--- config.mk ---
export PLATFORM = sky130hd
export DESIGN_NAME = tcgw_fifo
export DESIGN_NICKNAME = d
export VERILOG_FILES = /design/src/rtl/tcgw_fifo.sv
export SDC_FILE = /design/constraint.sdc
export NUM_CORES = 1
export LEC_CHECK = 0
export CORE_ASPECT_RATIO = 0.7
export CORE_MARGIN = 1.5
export CORE_UTILIZATION = 45
export CTS_CLUSTER_SIZE = 28
export DETAILED_ROUTE_END_ITERATION = 10
export DONT_BUFFER_PORTS = 1
export HOLD_SLACK_MARGIN = 0.15
export PLACE_DENSITY = 0.69
export SLEW_MARGIN = 20
export SYNTH_ARGS = -nofsm -noshare
export SYNTH_HDL_FRONTEND = slang
export SYNTH_SLANG_ARGS = --single-unit
--- constraint.sdc ---
create_clock -name clock -period 4.8 [get_ports clock]
set_input_delay 0.96 -clock clock [delete_from_list [all_inputs] [get_ports clock]]
set_output_delay 0.96 -clock clock [all_outputs]
set_load 0.1 [all_outputs]
--- src/rtl/tcgw_fifo.sv ---
// Small register queue with occupancy count, used between front and back and
// for finished results. No dependencies.
`timescale 1ns / 1ps

module tcgw_fifo #(
   parameter int WIDTH = 32,
   parameter int DEPTH = 4
) (
   input  logic clock,
   input  logic reset,
   input  logic push,
   input  logic [WIDTH-1:0] wdata,
   output logic full,
   input  logic pop,
   output logic [WIDTH-1:0] rdata,
   output logic empty,
   output logic [$clog2(DEPTH+1)-1:0] count
);

   localparam int PW = $clog2(DEPTH);
   localparam int CW = $clog2(DEPTH + 1);

   logic [WIDTH-1:0] mem_ff [DEPTH];
   logic [PW-1:0] wr_ptr_ff, wr_ptr_in;
   logic [PW-1:0] rd_ptr_ff, rd_ptr_in;
   logic [CW-1:0] count_ff, count_in;
   logic do_push, do_pop;

   assign full = (count_ff == CW'(DEPTH));
   assign empty = (count_ff == '0);
   assign count = count_ff;
   assign rdata = mem_ff[rd_ptr_ff];
   assign do_push = push && !full;
   assign do_pop = pop && !empty;

   always_comb begin
      wr_ptr_in = wr_ptr_ff;
      rd_ptr_in = rd_ptr_ff;
      count_in = count_ff;
      if (do_push) begin
         wr_ptr_in = (wr_ptr_ff == PW'(DEPTH - 1)) ? '0 : wr_ptr_ff + 1'b1;
      end
      if (do_pop) begin
         rd_ptr_in = (rd_ptr_ff == PW'(DEPTH - 1)) ? '0 : rd_ptr_ff + 1'b1;
      end
      if (do_push && !do_pop) begin
         count_in = count_ff + 1'b1;
      end else if (do_pop && !do_push) begin
         count_in = count_ff - 1'b1;
      end
   end

   always_ff @(posedge clock) begin
      if (reset) begin
         wr_ptr_ff <= '0;
         rd_ptr_ff <= '0;
         count_ff <= '0;
      end else begin
         wr_ptr_ff <= wr_ptr_in;
         rd_ptr_ff <= rd_ptr_in;
         count_ff <= count_in;
      end
   end

   always_ff @(posedge clock) begin
      if (do_push) begin
         mem_ff[wr_ptr_ff] <= wdata;
      end
   end

endmodule

==> impl_metrics.py <==
metrics = {
    "global_routing": {
        "grt_pass1_vias": 2340,
        "grt_max_degree": 33,
        "grt_pass1_wl_um": 13100,
        "antenna_found_initial": 0,
        "grtUsageTotal_pct": 15.6,
        "grt-ovfl-total": 0,
    },
    "synth": {
        "yosysTopAreaCellShare_pct": 75.4,
        "synth_edf_count": 128,
        "yosysMostFrequentCell": "edfxtp_1",
        "syn_area_mm2": 0.00510,
        "ys_ff_latch": 137,
        "yosysWarnings": 0,
        "ys_top_cells_by_count": "edfxtp_1, mux4_2, dfxtp_1",
        "netlist_top_cells_area": "edfxtp_1, mux4_2, dfxtp_1",
        "synthesis.instances": 217,
        "syn_area_per_cell_um2": 23.5,
        "synth_nets": 260,
        "synthArstFlopShare_pct": 0,
        "synth-seq-area-share_pct": 78.9,
        "synth_area_leader_cell": "edfxtp_1",
        "yosysUniqueCellTypes": 27,
        "synth_ff_type": "edfxtp_1",
    },
    "outcome": {
        "status": "complete, no violations",
    },
    "placed_design": {
        "dp.cells": 363,
        "portBuffers": 0,
        "hpwl_um": 4940,
        "gp_congestion": 0.716,
    },
    "clocking": {
        "clk_path_buf_depth": 2,
        "clock_latency_ps": 400,
        "cts-root-buf": "clkbuf_16",
        "h-tree-depth": 4,
        "cts_resized": 0,
        "cts_hold_buf": 0,
        "cts_num_sinks": 137,
        "cts_made_buffers": 17,
        "cts_setup_buffers": 0,
        "cts.reportedPaths.clkPinSlew_ps": 60,
        "tritoncts": "built",
    },
    "route": {
        "drtIter0Drc": 158,
        "first_pass_iters": 4,
        "routed_wl_um": 8450,
        "drt-vias-per-instance": 5.36,
        "wl_per_cell_um": 21.4,
        "drtAntennaViolNets": 0,
        "drc_errors": 0,
        "vias": 2112,
    },
    "layout": {
        "fillCellCount": 847,
        "areaGrowthSynthToFinish_pct": 15.5,
        "diodes": 0,
        "layout.nets": 272,
        "register_area_mm2": 0.00403,
        "fin_cells": 394,
        "layout-drive-gt1-share_pct": 32.4,
        "multi_input_area_mm2": 0.00100,
    },
    "sta": {
        "fin_crit_sh_pct": 71.6,
        "fin_tns_setup_ps": 0,
        "skew_ps": 7.46,
        "setup_viol": 0,
        "timing.hold.ws_ps": 482,
        "worstMarginPinSlew_ps": 1120,
        "slew_headroom_pct": 25.4,
        "max_freq_mhz": 291,
        "final-max-slew-violation-count": 0,
        "rsz0062_at_grt": "false",
        "finalHoldViolCount": 0,
        "min_period_ps": 3440,
    },
    "setup_path": {
        "cp.buffers_inverters": 1,
        "arrival_ps": 2480,
        "crit_chain": "buf_4, mux4_2",
        "critPathLaunchType": "register",
        "max_stage_delay_ps": 830,
        "cp_top_family": "multiplexers",
        "cpMaxStageDelayCell": "mux4_2",
        "crit_fanout": 20,
        "crit_path_end_kind": "output pin",
        "path_class": "reg2out",
        "required_ps": 3840,
    },
    "hold_path": {
        "hold_path_class": "reg2reg",
    },
    "floorplan": {
        "die_w_um": 130,
        "ios": 73,
        "initial_core_util_pct": 46.3,
        "die_h_um": 92.1,
        "core_area_mm2": 0.0110,
        "row_count": 32,
        "die_area_mm2": 0.0120,
    },
    "flow_run": {
        "cap_viol_max_count": 0,
    },
}
through the flow:
stage,util (%),instance area (um2),setup WS [ps]
final,53.5,5890,1360
after global routing,53.5,5890,1190
after CTS,53.4,5880,1270
after detailed placement,47.9,5280,1390
after global placement,47.9,5280,1490
after floorplan,-,5100,909
flip-flops by register name, summed over array words and instances (netlist names), named ones only:
| register | cells |
|---|---|
| count | 3 |
| mem_ff | 128 |
| rd_ptr_ff | 2 |
| wr_ptr_ff | 2 |
worst min-delay path: cells and delay by family, from the launching register on:
kind / cells / cell delay, ps
compound gates: 1 / 70
flops: 1 / 320
simple gates: 1 / 60
routing by layer:
| metal | global-route usage (%) | part of all wire [%] | wire [um] |
|---|---|---|---|
| met4 | 6.11 | 0.27 | 23 |
| met2 | 25.8 | 51 | 4320 |
| met5 | 0 | 0 | 0 |
| met3 | 6.59 | 7.2 | 607 |
| met1 | 17.9 | 41 | 3500 |
cell families (layout without fill, tap and decap cells):
| group | count (synthesis) | after routing | share of synthesized area [%] |
|---|---|---|---|
| adders and majority gates | 7 | 7 | 1.87 |
| DFF | 137 | 137 | 78.9 |
| buffers and inverters | 14 | 38 | 1.52 |
| AOI/OAI and AO/OA | 7 | 7 | 0.981 |
| and+or+nand+nor | 16 | 16 | 1.84 |
| xor gates and xnor gates | 2 | 2 | 0.344 |
| muxes | 34 | 34 | 14.5 |
layout by cell type, fill, tap and decap left out, types with 2 or more instances in the layout:
| cell type | Yosys | final |
|---|---|---|
| bufinv_16 | 0 | 4 |
| nand3_1 | 2 | 2 |
| and3_2 | 4 | 4 |
| clkinv_4 | 1 | 4 |
| nor2_1 | 3 | 3 |
| a21oi_1 | 3 | 3 |
| inv_1 | 4 | 4 |
| edfxtp_1 | 128 | 128 |
| o31ai_2 | 2 | 2 |
| ha_1 | 6 | 6 |
| dfxtp_1 | 9 | 5 |
| clkbuf_16 | 0 | 18 |
| dfxtp_2 | 0 | 4 |
| xor2_1 | 2 | 2 |
| clkinv_2 | 0 | 5 |
| mux2i_1 | 2 | 2 |
| mux4_2 | 32 | 32 |
path summary, 6_finish.rpt:
check	cells past startpoint	to	slack, ps	start
worst max-delay path	2	rdata[13]	1360	register
worst min-delay path	2	register	480	rd_ptr_ff[0]
worst max register to register	9	count[2]	1700	count[2]
worst min register to register	2	register	480	rd_ptr_ff[0]
layout make-up:
cell class	instances	area share, %
flip-flops and latches	137	68.4
inverters	5	0.404
multi-input cells	66	17.0
clock inverters	13	3.04
well taps	153	3.25
clock buffers	18	7.29
repair buffers	2	0.553
Power is not shown: default switching activity piles up to over one toggle a cycle in this logic, so the estimate is an artifact.
