[src/rtl/tcgw_pkg.sv]
// Package for the text console glyph writer: shared types and fixed constants.
// Used by the front, the back and the top level; depends on nothing.
`timescale 1ns / 1ps

package tcgw_pkg;

   localparam int GLYPH_WIDTH = 8;
   localparam logic [7:0] NEWLINE_CODE = 8'd10;

   localparam logic [11:0] SCREEN_WIDTH_RESET = 12'd640;
   localparam logic [11:0] SCREEN_HEIGHT_RESET = 12'd480;

   localparam logic [1:0] CSR_SCREEN_WIDTH = 2'd0;
   localparam logic [1:0] CSR_SCREEN_HEIGHT = 2'd1;
   localparam logic [1:0] CSR_ENABLED = 2'd2;

   typedef enum logic {
      OP_WRITE_CHAR = 1'b0,
      OP_LOAD_ROW = 1'b1
   } op_type;

   typedef enum logic {
      KIND_GLYPH_ROW = 1'b0,
      KIND_SCROLL = 1'b1
   } kind_type;

   typedef enum logic {
      ST_ROWS,
      ST_SCROLL
   } back_state_type;

   // One classified word passed from the front to the back.
   typedef struct packed {
      logic load;
      logic draw;
      logic scroll;
      logic [7:0] code;
      logic [3:0] grow;
      logic [7:0] gbits;
      logic [11:0] x;
      logic [11:0] y;
   } cmd_type;

   typedef struct packed {
      kind_type kind;
      logic [11:0] x;
      logic [11:0] y;
      logic [7:0] mask;
      logic last;
   } result_type;

endpackage

[src/rtl/tcgw_front.sv]
// Front end: configuration registers, cursor tracking and classification of
// each accepted word into a back-end command. Depends on tcgw_pkg.
`timescale 1ns / 1ps

module tcgw_front #(
   parameter int GLYPH_COUNT = 256,
   parameter int GLYPH_HEIGHT = 16
) (
   input  logic clock,
   input  logic reset,
   input  logic req_push,
   output logic req_full,
   input  logic req_operation,
   input  logic [7:0] req_char_code,
   input  logic [3:0] req_glyph_row,
   input  logic [7:0] req_glyph_bits,
   input  logic csr_valid,
   output logic csr_ready,
   input  logic [1:0] csr_index,
   input  logic [11:0] csr_data,
   output logic cmd_push,
   output tcgw_pkg::cmd_type cmd_data,
   input  logic cmd_full
);

   import tcgw_pkg::*;

   logic [11:0] width_ff, height_ff;
   logic enabled_ff;
   logic [11:0] col_ff, col_in;
   logic [11:0] row_ff, row_in;

   logic accept;
   logic [11:0] col_eff, row_eff;
   logic [12:0] col_sum;
   logic [13:0] row_sum, row_chk;
   logic is_newline, wrap, line_scroll;
   logic load_ok;

   assign csr_ready = 1'b1;
   assign req_full = cmd_full;
   assign accept = req_push && !cmd_full;

   // A cursor left below the screen (height lowered) restarts at the origin.
   assign row_eff = (row_ff >= height_ff) ? '0 : row_ff;
   assign col_eff = (row_ff >= height_ff) ? '0 : col_ff;

   assign is_newline = (req_char_code == NEWLINE_CODE);
   assign col_sum = {1'b0, col_eff} + 13'(GLYPH_WIDTH);
   assign wrap = is_newline || (col_sum >= {1'b0, width_ff});
   assign row_sum = {2'b00, row_eff} + 14'(GLYPH_HEIGHT);
   assign row_chk = row_sum + 14'(GLYPH_HEIGHT);
   assign line_scroll = wrap && (row_chk >= {2'b00, height_ff});

   assign load_ok = ({1'b0, req_char_code} < 9'(GLYPH_COUNT))
                    && (6'(req_glyph_row) < 6'(GLYPH_HEIGHT));

   always_comb begin
      col_in = col_ff;
      row_in = row_ff;
      if (accept && (op_type'(req_operation) == OP_WRITE_CHAR) && enabled_ff) begin
         if (wrap) begin
            col_in = '0;
            row_in = line_scroll ? row_eff : row_sum[11:0];
         end else begin
            col_in = col_sum[11:0];
            row_in = row_eff;
         end
      end
   end

   // A newline that stays on the screen only moves the cursor, so the back end
   // never sees it.
   always_comb begin
      cmd_data.load = (op_type'(req_operation) == OP_LOAD_ROW);
      cmd_data.draw = (op_type'(req_operation) == OP_WRITE_CHAR) && !is_newline;
      cmd_data.scroll = (op_type'(req_operation) == OP_WRITE_CHAR) && line_scroll;
      cmd_data.code = req_char_code;
      cmd_data.grow = req_glyph_row;
      cmd_data.gbits = req_glyph_bits;
      cmd_data.x = col_eff;
      cmd_data.y = row_eff;
      unique case (op_type'(req_operation))
         OP_LOAD_ROW: cmd_push = accept && load_ok;
         OP_WRITE_CHAR: cmd_push = accept && enabled_ff && (!is_newline || line_scroll);
         default: cmd_push = 1'b0;
      endcase
   end

   always_ff @(posedge clock) begin
      if (reset) begin
         width_ff <= SCREEN_WIDTH_RESET;
         height_ff <= SCREEN_HEIGHT_RESET;
         enabled_ff <= 1'b0;
         col_ff <= '0;
         row_ff <= '0;
      end else begin
         col_ff <= col_in;
         row_ff <= row_in;
         if (csr_valid) begin
            if (csr_index == CSR_SCREEN_WIDTH) begin
               width_ff <= csr_data;
            end else if (csr_index == CSR_SCREEN_HEIGHT) begin
               height_ff <= csr_data;
            end else if (csr_index == CSR_ENABLED) begin
               enabled_ff <= csr_data[0];
            end
         end
      end
   end

endmodule

[config.mk]
export PLATFORM = sky130hd
export DESIGN_NAME = tcgw_front
export DESIGN_NICKNAME = d
export VERILOG_FILES = /design/src/rtl/tcgw_pkg.sv /design/src/rtl/tcgw_front.sv
export SDC_FILE = /design/constraint.sdc
export NUM_CORES = 1
export LEC_CHECK = 0
export BUFFER_PORTS_ARGS = -buffer_cell sky130_fd_sc_hd__buf_2
export CORE_UTILIZATION = 40
export CTS_CLUSTER_SIZE = 20
export DETAILED_ROUTE_END_ITERATION = 10
export PLACE_DENSITY = 0.69
export SYNTH_ARGS = -nofsm -noshare
export SYNTH_HDL_FRONTEND = slang
export SYNTH_SLANG_ARGS = --single-unit
[constraint.sdc]
create_clock -name clock -period 6.3 [get_ports clock]
set_input_delay 0 -clock clock [delete_from_list [all_inputs] [get_ports clock]]
set_output_delay 0 -clock clock [all_outputs]
set_load 0.1 [all_outputs]
==> results.rst <==
.. list-table::
   :header-rows: 1

   * - Metric
     - Value
   * - Sw Ratio
     - 0.3302
   * - Share of layout cells above drive strength 1
     - 0.1638
   * - Full die area
     - 9674 um2
   * - Final hold vios
     - 0
   * - Drt first-iter violations
     - 218
   * - Count of different cell masters after synthesis
     - 59
   * - ANT nets after route
     - 0
   * - Drt pass-1 iters
     - 10
   * - Worst setup SP type
     - flop
   * - Layout overhead on the synthesized area
     - 11.79%
   * - Maximum number of pins on one net before global-route repair
     - 39
   * - Post-synth EDFFs
     - 0
   * - Multi-input gate area
     - 2344 um2
   * - Net count of the finished layout
     - 610
   * - Number of levels the H-tree was split into
     - 2
   * - Internal power component
     - 0.4301 mW
   * - Part of the total power dissipated in sequential elements
     - 0.501
   * - Vias post-DR
     - 3643
   * - Area after DPL
     - 3949 um2
   * - Synthesized area divided by synthesized cell count
     - 7.579 um2
   * - Fraction of the yosys area taken by sequential cells
     - 0.2642
   * - Final design area excluding fillers
     - 4151 um2
   * - Part of the power in the clock network
     - 0.293
   * - Mapped Cells
     - 490
   * - Measured slew at the worst slew-check pin
     - 1.070 ns
   * - Violations in the final reports
     - design-rule violations
   * - Async SR Flop Fraction
     - 0
   * - Count of pins over their slew limit
     - 0
   * - CP required
     - 6.49 ns
   * - Detailed-route wire length
     - 9.879 mm
   * - Fin Setup TNS
     - 0 ns
   * - Crit-path max FO
     - 15
   * - CORE AREA
     - 8848 um2
   * - Setup violations, final
     - 0
   * - Upper clock frequency limit
     - 174.0 MHz
   * - Post-Place Worst Slack
     - 0.6881 ns
   * - Fill cell total of the finished layout
     - 875
   * - Yosys warns
     - 0
   * - Placer's final routability congestion estimate
     - 0.8903
   * - WS Path Type
     - reg2reg
   * - Max-capacitance violation count
     - 0
   * - GRT Resource Usage Total
     - 0.2089
   * - Setup repair after global routing missed its margin
     - false
   * - Worst EP arrival
     - 5.94 ns
   * - Sum of net half-perimeters after detailed placement
     - 7.384 mm
   * - Leading post-synthesis cells by instance count
     - 71 x nand2_1, 49 x dfxtp_1, 39 x a21oi_1, 39 x ha_1, 35 x inv_1
   * - Count of antenna diodes in the layout
     - 0
   * - Period utilisation layout
     - 0.9123
   * - Endpoint kind of the worst setup timing path
     - flop
   * - Effective utilization at floorplan
     - 0.4197
   * - Floorplan die width
     - 98.36 um
   * - Reg clk slew, reported paths
     - 0.09 ns
   * - Wire length of the first global-routing pass
     - 16.30 mm
   * - Die Ht
     - 98.36 um
   * - Quantity of I/O buffers inserted on ports
     - 64
   * - Root Buffer Master
     - clkbuf_8
   * - Run status
     - finished, violations left
   * - Clock buffers created by TritonCTS
     - 5
   * - TritonCTS clock tree
     - yes
   * - Post-Synthesis Net Count
     - 569
   * - Power density relative to cell area
     - 154.7 nW/um2
   * - Area share of the largest cell type after synthesis
     - 0.2642
   * - Max-Slew Margin vs Limit
     - 0.2857
   * - Max VDD drop
     - 0.08849 mV
   * - Number of clock sinks
     - 49
   * - Initial antenna violation count
     - 0
   * - Standby leakage power
     - 1.851 nW
   * - Layout Utilization
     - 0.4692
   * - CTS Buffer Depth
     - 2
   * - Row count
     - 34
   * - Period minus WS final
     - 5.748 ns
   * - Insertion delay to the later sink of the worst-skew pair
     - 0.31 ns
   * - Top cells by area in the synthesized netlist
     - dfxtp_1 26%, ha_1 13%, nand2_1 7.2%
   * - Cell type with the highest aggregate area in the netlist
     - dfxtp_1
   * - Avg Vias per Cell
     - 5.701
   * - Dominant cell by count in the synthesized netlist
     - nand2_1
   * - I/O pin count
     - 90
   * - Seq. cell area
     - 980.9 um2
   * - Number of design rule violations left after detail routing
     - 1
   * - Average wire per cell in the routed design
     - 15.46 um
   * - Worst-case hold slack
     - 0.00004387 ns
   * - Cell area after synthesis
     - 3714 um2
   * - Yosys reg bits
     - 49
   * - Worst clock skew on the final layout
     - 0.008325 ns
   * - Vias in the first global route
     - 3477
   * - Class of the tightest hold or removal check
     - in2out
   * - Worst setup slack after layout
     - 0.5522 ns
   * - Net switching power
     - 0.2121 mW
   * - Remaining global-route overflow
     - 0
   * - Part of the total power dissipated in combinational logic
     - 0.205
   * - Count of buffers added by post-CTS timing repair for setup
     - 0
   * - Most used flip-flop cell after synthesis
     - dfxtp_1
==> critical path, cell delays in order, from the launching register on <==
cell and delay [ns]:
dfxtp_1 0.66, ha_1 0.35, o21ai_0 0.08, nor2_1 0.06
a211oi_1 0.57, o21a_1 0.46, nand2_1 0.13, inv_1 0.15
ha_1 0.50, nand2_1 0.24, o31a_1 0.28, o21ai_0 0.19
xnor2_1 0.15, nor2_1 0.07, ha_1 0.20, nor4_1 0.14
o21ai_0 0.12, o32ai_1 0.39, a21bo_2 0.32, or4_1 0.47
o311ai_0 0.10
==> stage by stage <==
stage,power [mW],std cells
after floorplan,0.4610,490
after global placement,0.4512,620
after detailed placement,0.4539,620
after CTS,0.6445,639
after global routing,0.6726,639
final,0.6421,639
==> layout by cell type, fill, tap and decap left out, drive strengths merged, types with 5 or more instances in the layout <==
cell type and count:
buf 69, and3 7, xnor2 12, a31oi 8
inv 36, ha 39, and2 27, nand2 72
a211oi 6, a21oi 39, nand3 19, dlygate4sd3 12
dfxtp 49, o21ai 15, nand4 16, clkbuf 5
nor2 31, xor2 5, o211ai 8
==> layout make-up <==
| class | instances | area share |
|---|---|---|
| clock buffer | 5 | 0.01658 |
| inverter | 35 | 0.03165 |
| tap | 108 | 0.03255 |
| multi-input combinational | 359 | 0.5645 |
| clock inverter | 2 | 0.003315 |
| sequential | 49 | 0.2363 |
| timing repair buffer | 81 | 0.1151 |
==> cell families after synthesis <==
family,count (synthesis),synth area share
and+or+nand+nor,198,0.2675
AOI/OAI and AO/OA,102,0.1833
buffers and inverters,82,0.1071
DFF,49,0.2642
adders and majority gates,39,0.1314
xor gates and xnor gates,17,0.04009
muxes,2,0.005391
other,1,0.001010
==> path summary, 6_finish.rpt <==
kind                                       start           end  slack [ns]  depth (start not counted)
worst max-delay path                   row_ff[7]     row_ff[4]        0.55                         20
worst min-delay path            req_glyph_row[1]  cmd_data[33]     0.00004                          0
worst max register to register         row_ff[7]     row_ff[4]        0.55                         20
worst min register to register      height_ff[2]  height_ff[2]        0.46                          2
==> routing by layer <==
metal / up-vias / wire length (um) / global-route usage
met5: - / 0 / 0
met4: 0 / 183 / 0.07118
met3: 24 / 604 / 0.03078
met2: 148 / 4956 / 0.3749
met1: 1708 / 4135 / 0.2541
li1: 1763 / - / -
==> power groups by stage <==
stage / registers [mW] / logic [mW] / clock network [mW]
finish: 0.322 / 0.132 / 0.188
detailed placement: 0.329 / 0.125 / 0
global placement: 0.329 / 0.122 / 0
floorplan: 0.327 / 0.134 / 0
CTS: 0.322 / 0.131 / 0.192
global route: 0.323 / 0.142 / 0.208
==> timing repair <==
action / in CTS / in global routing
hold buffers: 12 / 0
hold endpoints to repair: 25 / 0
resized for setup: 0 / 0
==> flip-flops by register name, indices dropped and copies added, names as in the netlist <==
| signal | count |
|---|---|
| col_ff | 12 |
| height_ff | 12 |
| row_ff | 12 |
| width_ff | 12 |
| enabled_ff | 1 |
No activity file was read; power rests on OpenSTA's default activity.
